<file path="config.mk">
export PLATFORM = sky130hd
export DESIGN_NAME = lru_page_replacement
export DESIGN_NICKNAME = d
export VERILOG_FILES = /design/src/rtl/core/lrp_pkg.sv /design/src/rtl/core/lru_page_replacement.sv /design/src/rtl/core/lrp_cell.sv
export SDC_FILE = /design/constraint.sdc
export NUM_CORES = 1
export LEC_CHECK = 0
export ABC_CLOCK_PERIOD_IN_PS = 9420
export BUFFER_PORTS_ARGS = -buffer_cell sky130_fd_sc_hd__buf_2
export CAP_MARGIN = 0
export CORE_AREA = 2 2 229 231
export DETAILED_ROUTE_END_ITERATION = 6
export DIE_AREA = 0 0 231 233
export PLACE_DENSITY = 0.45
export SLEW_MARGIN = 0
export SYNTH_ARGS = -nofsm -noshare
export SYNTH_HDL_FRONTEND = slang
export SYNTH_SLANG_ARGS = --single-unit
</file>
<file path="constraint.sdc">
create_clock -name clk -period 9.42 [get_ports clk]
set_input_delay 1.884 -clock clk [delete_from_list [all_inputs] [get_ports clk]]
set_output_delay 1.884 -clock clk [all_outputs]
set_load 0.05 [all_outputs]
</file>
<file path="src/rtl/core/lrp_pkg.sv">
`timescale 1ns / 1ps

package lrp_pkg;

  localparam int MAX_ENTRIES = 16;
  localparam int PAGE_W      = 16;
  localparam int CAP_W       = 5;
  localparam int OCC_W       = $clog2(MAX_ENTRIES + 1);
  localparam int ADDR_W      = 3;
  localparam int DATA_W      = 32;

  localparam logic [PAGE_W-1:0] NO_PAGE   = '1;
  localparam logic [CAP_W-1:0]  CAP_RESET = CAP_W'(10);

  // register index decoded from paddr[2]
  localparam logic REG_CAPACITY = 1'b0;

  // operation codes
  localparam logic FUNC_TOUCH = 1'b0;
  localparam logic FUNC_EVICT = 1'b1;

  // per-cell control from the top level
  typedef struct packed {
    logic load;   // a word is accepted this cycle
    logic valid;  // cell lies below the occupancy
    logic tail;   // cell holds the least recent page
    logic full;   // occupancy has reached the capacity
  } cell_ctrl_t;

  // signals that ripple from cell to cell
  typedef struct packed {
    logic              go;         // shift zone reaches the next cell
    logic              hit;        // a match was seen so far
    logic [PAGE_W-1:0] tail_data;  // least recent page found so far
  } cell_link_t;

endpackage

</file>
<file path="src/rtl/core/lru_page_replacement.sv">
`timescale 1ns / 1ps
// channel   signals                                          direction
// input     in_valid, in_ready, func, page_id                 in
// output    out_valid, out_ready, hit, evicted_valid,
//           evicted_id                                        out
// config    psel, penable, pwrite, paddr, pwdata, prdata,
//           pready                                            in / out
//
// one word per cycle while no result is stalled: all cells compare and shift in the accept cycle,
// the rate set by the ripple through the row of sixteen cells.
// the result is registered and shows the cycle after the accept.
// a stalled result holds, and a new word is taken in the same cycle the
// held one leaves.
// rst clears occupancy, the output valid and sets capacity to 10.

module lru_page_replacement import lrp_pkg::*; (
  input  logic              clk,
  input  logic              rst,
  input  logic              in_valid,
  output logic              in_ready,
  input  logic              func,
  input  logic [PAGE_W-1:0] page_id,
  output logic              out_valid,
  input  logic              out_ready,
  output logic              hit,
  output logic              evicted_valid,
  output logic [PAGE_W-1:0] evicted_id,
  input  logic              psel,
  input  logic              penable,
  input  logic              pwrite,
  input  logic [ADDR_W-1:0] paddr,
  input  logic [DATA_W-1:0] pwdata,
  output logic [DATA_W-1:0] prdata,
  output logic              pready
);

  logic [CAP_W-1:0] capacity;
  logic [OCC_W-1:0] occupancy;
  logic [OCC_W-1:0] occupancy_next;
  logic [OCC_W-1:0] eff_cap;
  logic             accept;
  logic             touch;
  logic             full;
  logic             ev_valid;

  cell_ctrl_t        ctrl  [MAX_ENTRIES];
  cell_link_t        link  [MAX_ENTRIES+1];
  logic [PAGE_W-1:0] entry [MAX_ENTRIES];

  // configuration port
  assign pready = 1'b1;
  assign prdata = (paddr[2] == REG_CAPACITY) ? DATA_W'(capacity) : '0;

  always_ff @(posedge clk) begin
    if (rst) begin
      capacity <= CAP_RESET;
    end else if (psel && penable && pwrite && pready && (paddr[2] == REG_CAPACITY)) begin
      capacity <= pwdata[CAP_W-1:0];
    end
  end

  // clamp capacity to the legal range
  always_comb begin
    if (capacity == '0) begin
      eff_cap = OCC_W'(1);
    end else if (32'(capacity) > 32'(MAX_ENTRIES)) begin
      eff_cap = OCC_W'(MAX_ENTRIES);
    end else begin
      eff_cap = OCC_W'(capacity);
    end
  end

  assign in_ready = !out_valid || out_ready;
  assign accept   = in_valid && in_ready;
  assign touch    = (func == FUNC_TOUCH);
  assign full     = (occupancy >= eff_cap);

  // row of cells
  assign link[0].go        = touch;
  assign link[0].hit       = 1'b0;
  assign link[0].tail_data = NO_PAGE;

  for (genvar i = 0; i < MAX_ENTRIES; i++) begin : g_cell
    assign ctrl[i].load  = accept;
    assign ctrl[i].valid = (occupancy > OCC_W'(i));
    assign ctrl[i].tail  = (occupancy == OCC_W'(i + 1));
    assign ctrl[i].full  = full;

    lrp_cell u_cell (
      .clk        (clk),
      .ctrl       (ctrl[i]),
      .page       (page_id),
      .prev_entry ((i == 0) ? page_id : entry[(i == 0) ? 0 : i - 1]),
      .link_in    (link[i]),
      .entry      (entry[i]),
      .link_out   (link[i+1])
    );
  end

  // occupancy update and drop decision
  always_comb begin
    occupancy_next = occupancy;
    ev_valid       = 1'b0;
    if (func == FUNC_EVICT) begin
      if (occupancy != '0) begin
        occupancy_next = occupancy - OCC_W'(1);
        ev_valid       = 1'b1;
      end
    end else if (!link[MAX_ENTRIES].hit) begin
      if (full) begin
        ev_valid = 1'b1;
      end else begin
        occupancy_next = occupancy + OCC_W'(1);
      end
    end
  end

  always_ff @(posedge clk) begin
    if (rst) begin
      occupancy <= '0;
    end else if (accept) begin
      occupancy <= occupancy_next;
    end
  end

  // result register
  always_ff @(posedge clk) begin
    if (rst) begin
      out_valid <= 1'b0;
    end else if (accept) begin
      out_valid <= 1'b1;
    end else if (out_ready) begin
      out_valid <= 1'b0;
    end
  end

  always_ff @(posedge clk) begin
    if (accept) begin
      hit           <= touch && link[MAX_ENTRIES].hit;
      evicted_valid <= ev_valid;
      evicted_id    <= ev_valid ? link[MAX_ENTRIES].tail_data : NO_PAGE;
    end
  end

endmodule

</file>
<file path="src/rtl/core/lrp_cell.sv">
`timescale 1ns / 1ps

module lrp_cell import lrp_pkg::*; (
  input  logic              clk,
  input  cell_ctrl_t        ctrl,
  input  logic [PAGE_W-1:0] page,
  input  logic [PAGE_W-1:0] prev_entry,
  input  cell_link_t        link_in,
  output logic [PAGE_W-1:0] entry,
  output cell_link_t        link_out
);

  logic match;

  // compare against the touched page
  assign match = ctrl.valid && (entry == page);

  // the shift stops at a match, at a dropped tail or at the first empty cell
  assign link_out.go = link_in.go && ctrl.valid && !match && !(ctrl.full && ctrl.tail);
  assign link_out.hit = link_in.hit || match;
  assign link_out.tail_data = ctrl.tail ? entry : link_in.tail_data;

  // take the neighbor's page when inside the shift zone
  always_ff @(posedge clk) begin
    if (ctrl.load && link_in.go) begin
      entry <= prev_entry;
    end
  end

endmodule

</file>
Yosys cells after proc, flatten, opt, wreduce, memory -nomap -nowiden
Cells that the tools add are included.
Widths: inputs -> output; s select.

storage, ports and cells
  register bits = 285

operators by class
  reduce and logical (&&, ||, !) cells = 148
  eq/ne operators = 35
  multiplexer cells = 29
  add/subtract/negate cells = 2
  magnitude comparators = 18
  bitwise gates (word level) = 2

operator list
  kind                 count
  $eq 16x16->1         16
  $mux 16              16
  $logic_and 1x1->1    97
  $eq 5x4->1 const B   8
  $gt 5x4->1 const B   8
  $mux 5               7
  $logic_not 1->1      31
  $eq 5x3->1 const B   4
  $gt 5x3->1 const B   4
  $logic_or 1x1->1     16
  $eq 5x2->1 const B   2
  $gt 5x1->1 const B   2
  $gt 5x2->1 const B   2
  $mux 1               6
  $add 5x1->5 const B  1
  $eq 5x1->1 const B   1
  $eq 5x5->1 const B   1
  $ge 5x5->1           1
  $gt 5x5->1 const B   1
  $logic_not 5->1      1
  $reduce_bool 5->1    1
  $sub 5x1->5 const B  1
  $ne 2x2->1 const B   2
  $reduce_and 4->1     1
  3 further kinds      4

Depth between registers and ports, before layout
  depth in word-level cells = 50
  gate-level depth with buffers = 13

Modules after synthesis
From an unflattened synthesis, not the netlist that was laid out.

unflattened totals
  cells, all modules = 1179
  area, all modules = 16181.8 sq um

modules (own cells, without submodules)
  module                times used  cells an instance  area each (sq um)
  lrp_cell              16          60                 884.6
  lru_page_replacement  1           219                2028.2

Worst setup path before layout
No wires, ideal clock.

  path type = input to register
  start = input port out_ready
  end = register g_cell[8].u_cell.entry[0], enable pin
  path slack = 1.498 ns
  library setup time = 0.478 ns
  cell stages on the path = 8
  arrival time = 7.444 ns
  path through = nand2b_1 > nor3b_1 > nand2_1 > nand4bb_1 > nor3_1 > and4bb_2 > o211ai_1 > a2111oi_0

between the ends
  word-level cells in the longest chain between the ends = 3

RTL lines
  element               line                        source
  start, declared       lru_page_replacement.sv:24  input logic out_ready,
  $logic_or 1x1->1      lru_page_replacement.sv:73  assign in_ready = !out_valid || out_ready;
  $logic_and 1x1->1     lru_page_replacement.sv:74  assign accept = in_valid && in_ready;
  $logic_and 1x1->1     lrp_cell.sv:25              if (ctrl.load && link_in.go) begin
  end signal, assigned  lrp_cell.sv:26              entry <= prev_entry;
  end, declared         lrp_cell.sv:9               output logic [PAGE_W-1:0] entry,

Every way passes these cells.
A chain may end at the register's enable or synchronous reset.

Worst setup path in the final report
  start = input port page_id[1]
  end = register evicted_id[6] (data pin)

between the ends
  word-level cells in the longest chain between the ends = 19
  elaborated cells between the ends (all ways) = 49
  classes of those cells = 16 x eq/ne; 2 x mux; 31 x reduce/logical

RTL lines
  element                         line                         source
  start, declared                 lru_page_replacement.sv:22   input logic [PAGE_W-1:0] page_id,
  $eq 16x16->1                    lrp_cell.sv:16               assign match = ctrl.valid && (entry == page);
  $logic_and 1x1->1               lrp_cell.sv:16
  $logic_or 1x1->1 (14 in a row)  lrp_cell.sv:20               assign link_out.hit = link_in.hit || match;
  $logic_or 1x1->1 (*)            lrp_cell.sv:20
  $mux 1 (*)                      lru_page_replacement.sv:109  end else if (!link[MAX_ENTRIES].hit) begin
  $mux 1 (*)                      lru_page_replacement.sv:104  if (func == FUNC_EVICT) begin
  end signal, assigned            lru_page_replacement.sv:141  evicted_id <= ev_valid ? link[MAX_ENTRIES].tail_data : NO_PAGE;
  end, declared                   lru_page_replacement.sv:27   output logic [PAGE_W-1:0] evicted_id,

Every way passes the cells marked *; elsewhere a longest branch is shown, timed or not.

==> metrics.md <==
| Metric | Value |
|---|---|
| Status | finished, final reports clean |
| Fin util | 33.6% |
| Worst VDD drop | approximately 0.00014 V |
| Clock latency on the worst-skew pair | between 0.5 and 0.6 ns |
| Final min period | roughly 5 ns |
| Initial DRT Pass Iterations | 7 |
| Netlist cell types | 69 |
| Max FO, Critical Path | 17 |
| Measured slew at the worst slew-check pin | roughly 1.3 ns |
| Global-route wire length before repair | 73800 µm |
| Filler instances | around 5200 |
| Postcts setup bufs | 0 |
| PnR worst setup slack | around 4.3 ns |
| I/O pin cnt | 112 |
| Worst rel slew slack | 14.8% |
| GRT Overall Usage | 18.7% |
| Crit start category | input port |
| CP Class | in2reg |
| Hold Slack | 0.488 ns |
| Die Area | approximately 0.054 mm² |
| RSZ-0062 raised after global routing | no |
| Reg-to-Reg End | evicted_id[6]$_SDFFCE_PN1P_ |
| DRC Markers | 0 |
| Pwr/cell area | 199 mW/mm² |
| Max-cap viol count | 0 |
| Fmax | between 0.15 and 0.2 GHz |
| Worst reg2reg path depth | 8 |
| Clock Sinks | approximately 290 |
| Initial antenna violation count | 2 |
| CTS tree | done |
| CTS Buffer Depth | 3 |
| Placed Instance Area | 0.0161 mm² |
| Clock skew | ~0.024 ns |
| Initial DRC count | between 900 and 1000 |
| Num CTS Buffers | 35 |
| Placed Cells | around 2000 |
| Initial Utilization | about 30% |
| Share of cells above drive strength 1 | 11.6% |
| Detailed Place HPWL | between 30000 and 40000 µm |
| Ys async rst share | 0% |
| Yosys warns | 0 |
| CP endpoint | evicted_id[6]$_SDFFCE_PN1P_ |
| I/O Buffers | 54 |
| Die Ht | approximately 230 µm |
| Mean post-synth cell area | 11.6 µm² |
| Vias in the first global route | ~11000 |
| ANT cells | 0 |
| Reg clk slew, reported paths | 0.06 ns |
| Post-CTS sizing | 0 |
| Row Count | a little over 80 |
| Worst Path Required | 9.61 ns |
| Routed vias/inst | between 5 and 6 |
| CP Capture Type | register |
| Die width | around 230 µm |
| Register area | about 0.0084 mm² |
| Final nets | 1420 |
| Antenna-violating nets left | 0 |
| Final hold vios | 0 |
| Core area | around 0.051 mm² |
| CP startpoint | page_id[1] |
| Reg2reg start | occupancy[1]$_SDFFE_PP0P_ |
| Routed len/inst | around 25 µm |
| Final setup viols | 0 |
| Grt total ovfl | 0 |
| RePlAce Congestion | between 0.8 and 0.9 |
| H-tree depth | 2 |
| Top FF cell, synth | edfxtp_1 |
| Design Area, Final | roughly 0.017 mm² |
| Sum of negative setup slack | 0 ns |
| Post-synth EDFFs | about 270 |
| WP data arrival | 5.34 ns |
| Worst Hold Class | reg2reg |
| Seq cells post-synth | between 200 and 300 |
| Flop-to-flop setup slack | about 4.9 ns |
| Layout Area Growth over Synthesis | 12.2% |
| Final WL | between 50000 and 60000 µm |
| P_leak | between 5 and 6 nW |
| Max-slew violation count | 0 |
| Area of the multi-input gates | just over 0.006 mm² |
| Total power | approximately 3.4 mW |
| Netlist Area Pre-Place | between 0.015 and 0.02 mm² |
| Hold bufs inserted after CTS | 0 |
| Largest net degree at the start of global routing | 32 |
| Tcrit/Tclk final | between 50% and 60% |
| Via count | about 11000 |
| Clock Tree Root | clkbuf_16 |
| Sequential fraction of the synthesis area | a little under three fifths |
| Mapped Cells | between 1000 and 1500 |
| Non-filler instance count after layout | 2054 |
| Worst slack at placement | roughly 3.7 ns |
layout by cell type, fill, tap and decap left out, types with 11 or more instances in the layout:
cell,n
o22ai_1,23
nor3_1,17
dfxtp_1,11
nor4_1,37
nand2_1,75
inv_1,32
o221ai_1,11
xnor2_1,151
buf_4,27
conb_1,28
ha_1,11
a221oi_1,18
edfxtp_1,274
a21oi_1,71
o211ai_1,12
nand3_1,25
o21ai_0,45
clkbuf_16,36
a31oi_1,13
xor2_1,106
nand4_1,47
nor2_1,81
buf_2,54
cells by family (layout without fill, tap and decap cells):
family | after synthesis | after routing | synth area share, %
other cells | 2 | 28 | 0.0491
xor+xnor | 257 | 257 | 14.7
buf+inv | 147 | 175 | 5.30
simple gates | 346 | 346 | 11.7
flops | 285 | 285 | 55.3
fa+ha+maj | 11 | 11 | 0.901
mux | 7 | 7 | 0.467
compound gates | 265 | 265 | 11.5
worst min-delay path by stage:
stage                                           endpoint  slack, ns                                 start  cells past startpoint
floorplan           g_cell[14].u_cell.entry[6]$_DFFE_PP_       0.46  g_cell[13].u_cell.entry[6]$_DFFE_PP_                      0
global placement    g_cell[8].u_cell.entry[10]$_DFFE_PP_       0.48  g_cell[7].u_cell.entry[10]$_DFFE_PP_                      0
detailed placement   g_cell[4].u_cell.entry[4]$_DFFE_PP_       0.49   g_cell[3].u_cell.entry[4]$_DFFE_PP_                      0
CTS                  g_cell[9].u_cell.entry[1]$_DFFE_PP_       0.48   g_cell[8].u_cell.entry[1]$_DFFE_PP_                      0
global route         g_cell[9].u_cell.entry[1]$_DFFE_PP_       0.49   g_cell[8].u_cell.entry[1]$_DFFE_PP_                      0
finish               g_cell[9].u_cell.entry[1]$_DFFE_PP_       0.49   g_cell[8].u_cell.entry[1]$_DFFE_PP_                      0
where the power goes:
group / internal [mW] / total [mW] / switching, mW
registers: 1.42 / 1.46 / 0.0353
clock network: 0.736 / 1.28 / 0.546
logic: 0.199 / 0.678 / 0.478
total: 2.36 / 3.42 / 1.06
sequential cells by signal, summed over array words and instances (netlist names):
name                 count
g_cell.u_cell.entry    256
evicted_id              16
capacity                 5
occupancy                5
evicted_valid            1
hit                      1
out_valid                1
area by class of cell:
| cell class | count | area share [%] |
|---|---|---|
| clock inverters | 19 | 0.788 |
| clock buffers | 42 | 5.44 |
| multi-input cells | 914 | 36.1 |
| inverters | 33 | 0.722 |
| flip-flops and latches | 285 | 49.3 |
| repair buffers | 81 | 2.76 |
| well taps | 680 | 4.96 |
critical path, stage by stage:
cell	delay (ns)
buf_2	0.64
xor2_1	0.20
nor4_1	0.09
nand4_1	0.24
a2bb2oi_1	0.34
nand4_1	0.23
or4_4	0.60
o31ai_4	0.72
o311ai_0	0.38
Yosys cell counts (5+ instances only):
cell / instances / area (µm²)
a22oi_1: 10 / 75.1
mux2i_1: 6 / 60.1
a21o_1: 9 / 67.6
a221oi_1: 18 / 158
o211ai_1: 12 / 90.1
nor3b_1: 5 / 37.5
nand2b_1: 9 / 56.3
nor2b_1: 8 / 50.1
inv_1: 32 / 120
o21ai_0: 45 / 225
ha_1: 11 / 138
a211oi_1: 7 / 52.6
o21ai_1: 8 / 40.0
a32o_1: 5 / 50.1
xnor2_1: 151 / 1320
nand2_1: 75 / 282
o41ai_1: 5 / 43.8
buf_2: 11 / 55.1
nor2_1: 82 / 308
dfxtp_1: 11 / 220
nand3_1: 25 / 125
o221a_2: 5 / 56.3
clkbuf_1: 40 / 150
o32ai_1: 5 / 43.8
buf_4: 57 / 428
and3_1: 10 / 62.6
xor2_1: 106 / 928
nor4_1: 38 / 238
o221ai_1: 11 / 96.3
o22ai_1: 23 / 144
edfxtp_1: 274 / 8230
a31oi_1: 13 / 81.3
nor3_1: 18 / 90.1
a21oi_1: 71 / 355
a2111oi_0: 6 / 52.6
nand4_1: 47 / 294
nand3b_1: 6 / 45.0
layer usage:
metal  part of all wire [%]  routed length [µm]  track usage [%]  vias up
met5                  0.035                  18                0        -
met4                    4.3                2190             7.92        2
met3                    5.9                3010             3.01       92
met2                     46               23300             29.5      388
met1                     44               22400             25.4     5425
li1                       -                   -                -     4907
(Power assumes the default switching activity.)
